<file path="config.mk">
export PLATFORM = sky130hd
export DESIGN_NAME = cbm_pipe_flat
export DESIGN_NICKNAME = d
export VERILOG_FILES = /design/src/design/cbm_pkg.sv /design/src/design/cbm_ifs.sv /design/src/design/cbm_pipe.sv /design/src/flat_wrapper.sv
export SDC_FILE = /design/constraint.sdc
export NUM_CORES = 1
export LEC_CHECK = 0
export ABC_AREA = 1
export BUFFER_PORTS_ARGS = -buffer_cell sky130_fd_sc_hd__buf_2
export CORE_ASPECT_RATIO = 0.8
export CORE_MARGIN = 3
export CORE_UTILIZATION = 39
export CTS_BUF_LIST = sky130_fd_sc_hd__clkbuf_8
export DETAILED_ROUTE_END_ITERATION = 12
export PLACE_DENSITY = 0.66
export SYNTH_ARGS = -nofsm -noshare
export SYNTH_HDL_FRONTEND = slang
export SYNTH_SLANG_ARGS = --single-unit
export TNS_END_PERCENT = 1
</file>
<file path="constraint.sdc">
create_clock -name clk -period 2.52 [get_ports clk]
set_input_delay 0.252 -clock clk [delete_from_list [all_inputs] [get_ports clk]]
set_output_delay 0.252 -clock clk [all_outputs]
set_load 0.02 [all_outputs]
</file>
<file path="src/design/cbm_pkg.sv">
package cbm_pkg;

    // Widest store index: four banks of 8 KiB
    localparam int RAM_IDX_W   = 15;
    localparam int BANK_OFF_W  = 13;
    localparam int ROM_ADDR_W  = 21;
    localparam int ROM_BANK_W  = 7;
    localparam int ROM_OFF_W   = 14;

    typedef enum logic [1:0] {
        REQ_ROM_READ = 2'd0,
        REQ_RAM_READ = 2'd1,
        REQ_WRITE    = 2'd2,
        REQ_NOP      = 2'd3
    } req_type_t;

    // Address regions, decoded from address[15:13]
    localparam logic [2:0] REGION_ENABLE    = 3'd0;  // 0x0000-0x1FFF
    localparam logic [2:0] REGION_BANK_LOW  = 3'd1;  // 0x2000-0x3FFF
    localparam logic [2:0] REGION_BANK_HIGH = 3'd2;  // 0x4000-0x5FFF
    localparam logic [2:0] REGION_MODE      = 3'd3;  // 0x6000-0x7FFF
    localparam logic [2:0] REGION_RAM       = 3'd5;  // 0xA000-0xBFFF

    localparam logic [7:0] ENABLE_MASK = 8'h0A;

    typedef struct packed {
        logic                 rd_en;
        logic                 wr_en;
        logic [RAM_IDX_W-1:0] addr;
        logic [7:0]           wdata;
    } mem_req_t;

    typedef struct packed {
        logic                  ram_read;
        logic [ROM_ADDR_W-1:0] rom_address;
        logic                  ram_enabled_status;
        logic                  ram_dirty;
    } stage_t;

endpackage

</file>
<file path="src/design/cbm_ifs.sv">


interface cbm_rsp_if;
    logic        valid;
    logic        ready;
    logic [7:0]  read_data;
    logic [20:0] rom_address;
    logic        ram_enabled_status;
    logic        ram_dirty;

    modport source (output valid, output read_data, output rom_address,
                    output ram_enabled_status, output ram_dirty, input ready);
    modport sink   (input valid, input read_data, input rom_address,
                    input ram_enabled_status, input ram_dirty, output ready);
endinterface


</file>
<file path="src/design/cbm_pipe.sv">
module cbm_pipe (
    input  logic             clk,
    input  logic             rst_n,
    input  logic             accept,
    input  cbm_pkg::stage_t  stage,
    input  logic [7:0]       rdata,
    output logic             req_ready,
    cbm_rsp_if.source        rsp
);
    import cbm_pkg::*;

    logic   s1_valid_reg;
    stage_t s1_reg;
    logic   out_valid_reg;
    logic [7:0] out_read_data_reg;
    stage_t out_reg;
    logic   out_free;
    logic   s1_move;

    assign out_free  = !out_valid_reg || rsp.ready;
    assign s1_move   = s1_valid_reg && out_free;
    assign req_ready = !s1_valid_reg || out_free;

    always_ff @(posedge clk or negedge rst_n)
    begin
        if (!rst_n)
        begin
            s1_valid_reg  <= 1'b0;
            out_valid_reg <= 1'b0;
        end
        else
        begin
            if (accept)
            begin
                s1_valid_reg <= 1'b1;
            end
            else if (s1_move)
            begin
                s1_valid_reg <= 1'b0;
            end
            if (s1_move)
            begin
                out_valid_reg <= 1'b1;
            end
            else if (rsp.ready)
            begin
                out_valid_reg <= 1'b0;
            end
        end
    end

    always_ff @(posedge clk)
    begin
        if (accept)
        begin
            s1_reg <= stage;
        end
        // memory word lines up with its item here
        if (s1_move)
        begin
            out_reg           <= s1_reg;
            out_read_data_reg <= s1_reg.ram_read ? rdata : 8'd0;
        end
    end

    assign rsp.valid              = out_valid_reg;
    assign rsp.read_data          = out_read_data_reg;
    assign rsp.rom_address        = out_reg.rom_address;
    assign rsp.ram_enabled_status = out_reg.ram_enabled_status;
    assign rsp.ram_dirty          = out_reg.ram_dirty;

endmodule

</file>
<file path="src/flat_wrapper.sv">
// flat-port wrapper written by rule: the top's interface ports become plain ports
module cbm_pipe_flat import cbm_pkg::*;
  (clk, rst_n, accept, stage, rdata, req_ready, rsp_valid, rsp_read_data, rsp_rom_address, rsp_ram_enabled_status, rsp_ram_dirty, rsp_ready);
  cbm_rsp_if rsp_i ();
  input  logic clk;
  input  logic rst_n;
  input  logic accept;
  input  cbm_pkg::stage_t stage;
  input  logic [7:0] rdata;
  output logic req_ready;
  output wire logic [$bits(rsp_i.valid)-1:0] rsp_valid;
  output wire logic [$bits(rsp_i.read_data)-1:0] rsp_read_data;
  output wire logic [$bits(rsp_i.rom_address)-1:0] rsp_rom_address;
  output wire logic [$bits(rsp_i.ram_enabled_status)-1:0] rsp_ram_enabled_status;
  output wire logic [$bits(rsp_i.ram_dirty)-1:0] rsp_ram_dirty;
  input wire logic [$bits(rsp_i.ready)-1:0] rsp_ready;
  assign rsp_valid = rsp_i.valid;
  assign rsp_read_data = rsp_i.read_data;
  assign rsp_rom_address = rsp_i.rom_address;
  assign rsp_ram_enabled_status = rsp_i.ram_enabled_status;
  assign rsp_ram_dirty = rsp_i.ram_dirty;
  assign rsp_i.ready = rsp_ready;
  cbm_pipe u_core (.clk(clk), .rst_n(rst_n), .accept(accept), .stage(stage), .rdata(rdata), .req_ready(req_ready), .rsp(rsp_i));
endmodule
</file>
==> results of run 1 <==
[layer usage]
layer,share of wire,vias to the layer above,track usage,wire length [um]
met5,0,-,0,0
li1,-,455,-,-
met4,0.017,0,0.0747,51
met2,0.42,58,0.157,1230
met3,0.15,5,0.0770,447
met1,0.41,408,0.148,1210
[layout make-up]
class	instances	share of cell area
Inverter	11	0.0169
Multi-Input combinational cell	13	0.0256
Tap cell	57	0.0292
Clock buffer	9	0.0507
Clock inverter	7	0.0348
Timing Repair Buffer	70	0.146
Sequential cell	57	0.696
[cells by family (layout without fill, tap and decap cells)]
logic type / count (synthesis) / count (layout) / synth area share
DFF: 57 / 57 / 0.946
and+or+nand+nor: 12 / 12 / 0.0257
buffers and inverters: 12 / 97 / 0.0257
AOI/OAI and AO/OA: 1 / 1 / 0.00278
[worst reg2reg max path, cell delays in order (launching register included)]
cell	delay (ns)
dfrtp_1	0.43
a21oi_4	0.15
buf_4	0.36
[placed cells by master, fill, tap and decap left out]
cell type,instances
bufinv_16,2
inv_1,11
clkinvlp_4,1
clkinv_2,2
a21oi_4,1
clkinv_1,2
edfxtp_1,55
buf_4,1
buf_2,68
nand2_1,11
dfrtp_1,2
nand3_1,1
dlygate4sd3_1,1
clkbuf_8,9
[per-stage QoR]
stage / hold slack, ns / util
after floorplan: -0.0436 / -
after global placement: 0.0367 / 0.516
after detailed placement: 0.0461 / 0.516
after CTS: 0.0793 / 0.567
after global routing: 0.0765 / 0.567
final: 0.0997 / 0.567
[final timing paths]
kind | endpoint | slack, ns | cells after the start
setup / recovery | req_ready | 1.22 | 2
hold / removal | u_core.s1_reg[14] | 0.1 | 1
setup reg to reg | u_core.rsp.rom_address[12] | 1.23 | 2
hold reg to reg | u_core.rsp.rom_address[16] | 0.42 | 0
max in group asynchronous | u_core.rsp.valid | 2.18 | 2
min in group asynchronous | u_core.s1_valid_reg | 0.25 | 2
[power by group]
| part | leakage (nW) | internal (mW) | switching [mW] |
|---|---|---|---|
| Clock | 0.104 | 0.545 | 0.330 |
| Combinational | 0.387 | 0.0549 | 0.110 |
| Sequential | 0.556 | 1.13 | 0.0214 |
| Total | 1.05 | 1.73 | 0.461 |
[what timing repair did]
item,CTS,global route
hold buffers,1,0
buffers inserted,0,0
hold endpoints to repair,2,0
==> flow_summary.ini, run 1 <==
[worst_setup_path]
r2r_start = u_core.rsp.valid
crit_buf_inv = 1
cp_cell_sequence = nand3_1 -> buf_2
startpoint = u_core.rsp.valid
cp-start-kind = flip-flop
path_max_fanout = 4
critPathKind = reg2out
crit_slowest_cell = dfrtp_1
critPathMaxStageDelay_ns = 0.43
worst_setup_path_end_kind = output port
cpLargestDelayFamily = flip-flops
cp.arrival_ns = 1.05
required_ns = 2.27

[detailed_routing]
wl_per_cell_um = 13.1
dr.pass1.iters = 2
routed_wl_mm = 2.94
vias_per_cell = 4.13
drc_errors = 0
antenna_left = 0
drtIter0Drc = 38
via_count = 926

[sta]
max_freq_mhz = 768
report.final.hold_viol_count = 0
fin_crit_ns = 1.30
period_share = 0.517
rsz0062_at_grt = no
worstMarginPinSlew_ns = 0.549
final_max_slew_viol_count = 0
setup_viol = 0
slew_headroom = 0.634
layout_setup_ws_ns = 1.22
setup_tns_ns = 0
fin_skew_ns = 0.00380

[synthesis]
syn-cell-area_um2 = 1800
yosys_warnings = 0
ys_top_cells_by_area = edfxtp_1, dfrtp_1, inv_1
yosysMostFrequentCell = edfxtp_1
synth_area_leader_cell = edfxtp_1
synth_nets = 118
synth.distinct_cells = 7
synthArstFlopShare = 0.0351
synth_top_area_frac = 0.918
syn_avg_cell_area_um2 = 21.9
synth_common_cells = edfxtp_1, inv_1, nand2_1
seq_area_frac_synth = 0.946
synthFlopType = edfxtp_1
synth_edf_count = 55
netlist_instances = 82
synth_seq_cells = 57

[clock_tree]
clock-root-buffer = clkbuf_8
cts_tree = done
worstSkewPairLatency_ns = 0.32
clock_path_buffers = 2
cts_resized = 0
clock-sinks = 57
htreeDepth = 3
clk_pin_slew_worst_paths_ns = 0.06
numCtsBuffers = 9

[final_layout]
area_growth_pct = 35.8
antenna_cells = 0
drive_above_1_share = 0.503
largest_reg_flops = 24
multiInputGateArea_um2 = 62.6
regArea_um2 = 1700
post-route-cell-area_um2 = 2440
fin_nets = 198
final_cells = 224
fillers = 370

[die]
die-height_um = 66.8
rows = 21
die_x_um = 81.9
die_area_um2 = 5470
core_area_um2 = 4310
num_io_pins = 69
start_util = 0.418

[power_and_ir_drop]
ir_worst_vdd_mv = 0.446
p_total_mw = 2.19
p_leak_nw = 1.05
power.density_nw_per_um2 = 897

[flow_run]
drv_cap = 0

[worst_hold_path]
worstHoldPathType = in2reg
worstHoldStart = stage[14]

[global_routing]
grt_pass1_vias = 887
grt_pass1_wl_mm = 4.37
antenna_found_initial = 0
grt_usage = 0.121
grt_max_degree = 32
grt-ovfl-total = 0

[placed_design]
place_congestion = 0.726
placed_cell_area_um2 = 2220
pre_cts_ws_ns = 1.22
placed_cells = 207
io_buffer_count = 68

[status]
status = finished clean
Note: power is estimated with default switching activity, not from simulation.
==> run 2: changes to the inputs <==
Settings changed: ABC_AREA 1 to 0, PLACE_DENSITY 0.66 to 0.63.
Clock period 2.52 ns to 1.2 ns, I/O delays scaled along.
==> flow_summary.ini, run 2 <==
[synthesis]
synthArstFlopShare = 0.0351
synth_nets = 107
syn_avg_cell_area_um2 = 25.2
yosys_warnings = 0
seq_area_frac_synth = 0.952
synth.distinct_cells = 7
synth_edf_count = 55
netlist_instances = 71
synth_common_cells = edfxtp_1, and2_1, dfrtp_1, nand2b_1
ys_top_cells_by_area = edfxtp_1, and2_1, dfrtp_1
synth_area_leader_cell = edfxtp_1
synthFlopType = edfxtp_1
synth_top_area_frac = 0.924
syn-cell-area_um2 = 1790
yosysMostFrequentCell = edfxtp_1
synth_seq_cells = 57

[power_and_ir_drop]
clkPwrFrac = 0.354
power.density_nw_per_um2 = 1640
switchingPower_mw = 0.927
p_leak_nw = 1.11
ir_worst_vdd_mv = 1.04
cell_internal_pwr_mw = 3.49
seqPwrFrac = 0.549
comb_power_share = 0.097
p_total_mw = 4.42
p_sw_frac = 0.210

[global_routing]
grt_pass1_vias = 1071
grt-ovfl-total = 0
antenna_found_initial = 0
grt_pass1_wl_mm = 4.85
grt_max_degree = 25
grt_usage = 0.133

[worst_setup_path]
critPathKind = reg2out
path_max_fanout = 3
crit_slowest_cell = dfrtp_2
required_ns = 1.08
cpLargestDelayFamily = flip-flops
cp-start-kind = flip-flop
worst_setup_path_end_kind = output port
crit_buf_inv = 1
critPathMaxStageDelay_ns = 0.41
cp.arrival_ns = 1.05
r2r_start = u_core.rsp.valid
cp_cell_sequence = nor2b_4 -> nand2_2 -> buf_6
startpoint = u_core.rsp.valid
cp.depth = 3
reg2regPathDepth = 3

[die]
core_area_um2 = 4310
die-height_um = 66.6
die_area_um2 = 5440
num_io_pins = 69
rows = 21
start_util = 0.415
die_x_um = 81.7

[detailed_routing]
via_count = 1017
antenna_left = 0
drtIter0Drc = 42
drc_errors = 0
vias_per_cell = 4.22
dr.pass1.iters = 4
wl_per_cell_um = 13.2
routed_wl_mm = 3.18

[worst_hold_path]
worstHoldPathType = in2reg
worstHoldStart = rdata[2]
holdPathStages = 2

[sta]
holdWs_ns = 0.0850
period_share = 0.976
setup_viol = 0
fin_crit_ns = 1.17
report.final.hold_viol_count = 0
max_freq_mhz = 854
slew_headroom = 0.884
fin_skew_ns = 0.00619
worstMarginPinSlew_ns = 0.175
final_max_slew_viol_count = 0
rsz0062_at_grt = yes

[final_layout]
area_growth_pct = 50.5
final_common_cell = buf_2
multiInputGateArea_um2 = 98.8
fin_nets = 215
largest_reg_flops = 24
antenna_cells = 0
post-route-cell-area_um2 = 2690
fillers = 338
layout_common_cells = buf_2, edfxtp_1, dlygate4sd3_1
regArea_um2 = 1700
drive_above_1_share = 0.478

[placed_design]
placed_cell_area_um2 = 2250
dpl.hpwl_mm = 2.07
io_buffer_count = 68
place_congestion = 0.609

[clock_tree]
clock-root-buffer = clkbuf_8
clock-sinks = 57
numCtsBuffers = 9
clock_path_buffers = 2
cts_tree = done
worstSkewPairLatency_ns = 0.32
clk_pin_slew_worst_paths_ns = 0.06
htreeDepth = 3

[status]
status = finished clean

[flow_run]
drv_cap = 0
run 2: changes by cell type in the layout (fill, tap and decap cells not counted), sizes merged, moves of 2 or more:
cell         previous run  this run
dlygate4sd3             1        25
nand2                  11         1
and2                    0         9
inv                    11         3
buf                    69        72
nand2b                  0         2
run 2: area by class of cell:
| cell class | count | share of cell area |
|---|---|---|
| well taps | 57 | 0.0265 |
| clock buffers | 9 | 0.0460 |
| clock inverters | 7 | 0.0205 |
| flip-flops and latches | 57 | 0.633 |
| repair buffers | 97 | 0.238 |
| multi-input cells | 14 | 0.0367 |
run 2: logic make-up (layout without fill, tap and decap cells):
family | after synthesis | count (layout) | synth area share
buffers and inverters | 0 | 113 | 0
and+or+nand+nor | 13 | 13 | 0.0441
AOI/OAI and AO/OA | 1 | 1 | 0.00420
DFF | 57 | 57 | 0.952
run 2: final timing paths:
kind | endpoint | slack (ns)
worst max-delay path | req_ready | 0.03
worst min-delay path | u_core.rsp.read_data[2] | 0.08
worst max register to register | u_core.rsp.read_data[1] | 0.05
worst min register to register | u_core.rsp.rom_address[19] | 0.42
max in group asynchronous | u_core.rsp.valid | 0.99
min in group asynchronous | u_core.rsp.valid | 0.11
run 2: metal layers:
layer / share of wire / global-route usage
met2: 0.49 / 0.211
met5: 0 / 0
met1: 0.38 / 0.139
met3: 0.13 / 0.0932
met4: 0 / 0.0436
run 2: timing repair:
action / 4_1_cts / 5_1_grt
gates resized for setup: 4 / 1
endpoints found under the hold margin: 26 / 0
hold buffers: 25 / 0
setup endpoints to repair: 1 / 18
cloned: 0 / 0
buffers inserted: 0 / 0
run 2: per-stage QoR:
step | instances | setup TNS (ns) | util | setup WS [ns]
6_report | 241 | 0 | 0.625 | 0.0294
5_1_grt | 241 | -0.0836 | 0.625 | -0.0360
4_1_cts | 241 | 0 | 0.624 | 0.00313
3_5_place_dp | 200 | 0 | 0.521 | 0.0705
3_3_place_gp | 200 | 0 | 0.521 | 0.0951
2_1_floorplan | 71 | -0.306 | - | -0.00988
run 2: power groups by stage:
stage	Clock (mW)	Sequential (mW)	Combinational [mW]
finish	1.56	2.43	0.430
global route	1.72	2.44	0.468
CTS	1.63	2.43	0.434
detailed placement	0	2.47	0.364
global placement	0	2.45	0.359
floorplan	0	2.57	0.0544
==> run 3: changes to the inputs <==
Settings changed: HOLD_SLACK_MARGIN set to 0.12.
==> flow_summary.ini, run 3 (synthesis results as in run 2) <==
[global_routing]
antenna_found_initial = 0
grt_pass1_wl_mm = 4.97
grt_usage = 0.135
grt-ovfl-total = 0
grt_max_degree = 25
grt_pass1_vias = 1103

[worst_setup_path]
cp.arrival_ns = 1.21
r2r_start = u_core.rsp.valid
startpoint = rsp_ready
endpoint = u_core.rsp.read_data[3]
cp-start-kind = input pin
reg2regPathDepth = 3
critPathKind = in2reg
reg2reg_slack_ns = 0.05
required_ns = 1.22
crit-reg2reg-capture = u_core.rsp.read_data[3]
path_max_fanout = 24
worst_setup_path_end_kind = flip-flop

[clock_tree]
clk_pin_slew_worst_paths_ns = 0.06
numCtsBuffers = 9
htreeDepth = 3
clock-root-buffer = clkbuf_8
clock_path_buffers = 2
clock-sinks = 57
cts_tree = done
cts_setup_buffers = 0
worstSkewPairLatency_ns = 0.32

[die]
num_io_pins = 69
start_util = 0.415
rows = 21
die_area_um2 = 5440
die_x_um = 81.7
core_area_um2 = 4310
die-height_um = 66.6

[final_layout]
final_common_cell = buf_2
largest_reg_flops = 24
layout_common_cells = buf_2, edfxtp_1, dlygate4sd3_1
antenna_cells = 0
area_growth_pct = 56.1
drive_above_1_share = 0.454
fin_nets = 225
final_cells = 251

[detailed_routing]
wl_per_cell_um = 12.8
drtIter0Drc = 33
drc_errors = 0
antenna_left = 0
via_count = 1046
routed_wl_mm = 3.21
vias_per_cell = 4.17
dr.pass1.iters = 4

[sta]
slew_headroom = 0.883
fin_crit_ns = 1.19
worstMarginPinSlew_ns = 0.176
max_freq_mhz = 841
fin_skew_ns = 0.00736
report.final.hold_viol_count = 0
period_share = 0.991
setup_viol = 0
rsz0062_at_grt = yes
final_max_slew_viol_count = 0

[status]
status = finished clean

[power_and_ir_drop]
power.density_nw_per_um2 = 1590
p_leak_nw = 1.15
ir_worst_vdd_mv = 1.04
p_total_mw = 4.44

[placed_design]
placed_cells = 200
dpl.hpwl_mm = 2.07
place_congestion = 0.609
io_buffer_count = 68

[worst_hold_path]
worstHoldPathType = in2reg

[flow_run]
drv_cap = 0
==> run 3: stage by stage <==
stage	hold WS (ns)	setup TNS (ns)	util	instance area (um^2)	setup slack [ns]
5_1_grt	0.136	-0.222	0.648	2790	-0.0328
3_5_place_dp	-0.0892	0	0.521	2250	0.0705
3_3_place_gp	-0.0957	0	0.521	2250	0.0951
6_report	0.148	0	0.648	2790	0.0105
2_1_floorplan	-0.176	-0.306	-	1790	-0.00988
4_1_cts	0.125	0	0.647	2790	0.00313
==> run 3: cell type report <==
type,count,area [um^2]
Multi-Input combinational cell,14,98.8
Tap cell,57,71.3
Clock inverter,7,55.1
Timing Repair Buffer,107,739
Clock buffer,9,124
Fill cell,323,1520
Sequential cell,57,1700
==> run 3: power breakdown <==
part           internal (mW)  total [mW]  switching, mW
clock                  0.919        1.56          0.643
sequential              2.38        2.42         0.0463
combinational          0.216       0.455          0.239
total                   3.51        4.44          0.929
==> run 3: worst min-delay path by stage <==
| stage | startpoint | end | slack [ns] | cells after the start |
|---|---|---|---|---|
| 6_report | rsp_ready | u_core.s1_valid_reg | 0.15 | 3 |
| 3_5_place_dp | rst_n | u_core.s1_valid_reg | -0.09 | 1 |
| 4_1_cts | rsp_ready | u_core.s1_valid_reg | 0.13 | 3 |
| 5_1_grt | rsp_ready | u_core.s1_valid_reg | 0.14 | 3 |
| 2_1_floorplan | rst_n | u_core.rsp.valid | -0.18 | 0 |
| 3_3_place_gp | rst_n | u_core.s1_valid_reg | -0.1 | 1 |
==> run 3: repair_timing <==
action | 4_1_cts | 5_1_grt
hold endpoints to repair | 35 | 0
cloned | 0 | 0
resized for setup | 4 | 1
hold buffers | 35 | 0
setup endpoints to repair | 1 | 25
==> run 3: metal layers <==
| layer | vias up | global-route usage | part of all wire | routed length [um] |
|---|---|---|---|---|
| li1 | 509 | - | - | - |
| met1 | 477 | 0.142 | 0.39 | 1250 |
| met2 | 60 | 0.220 | 0.49 | 1570 |
| met3 | 0 | 0.0905 | 0.12 | 378 |
| met4 | 0 | 0.0436 | 0 | 0 |
| met5 | - | 0 | 0 | 0 |
==> run 3: worst max-delay path: stages <==
cell           delay [ns]
buf_2                0.11
dlygate4sd3_1        0.53
nand2b_1             0.12
and2_4               0.16
buf_12               0.17
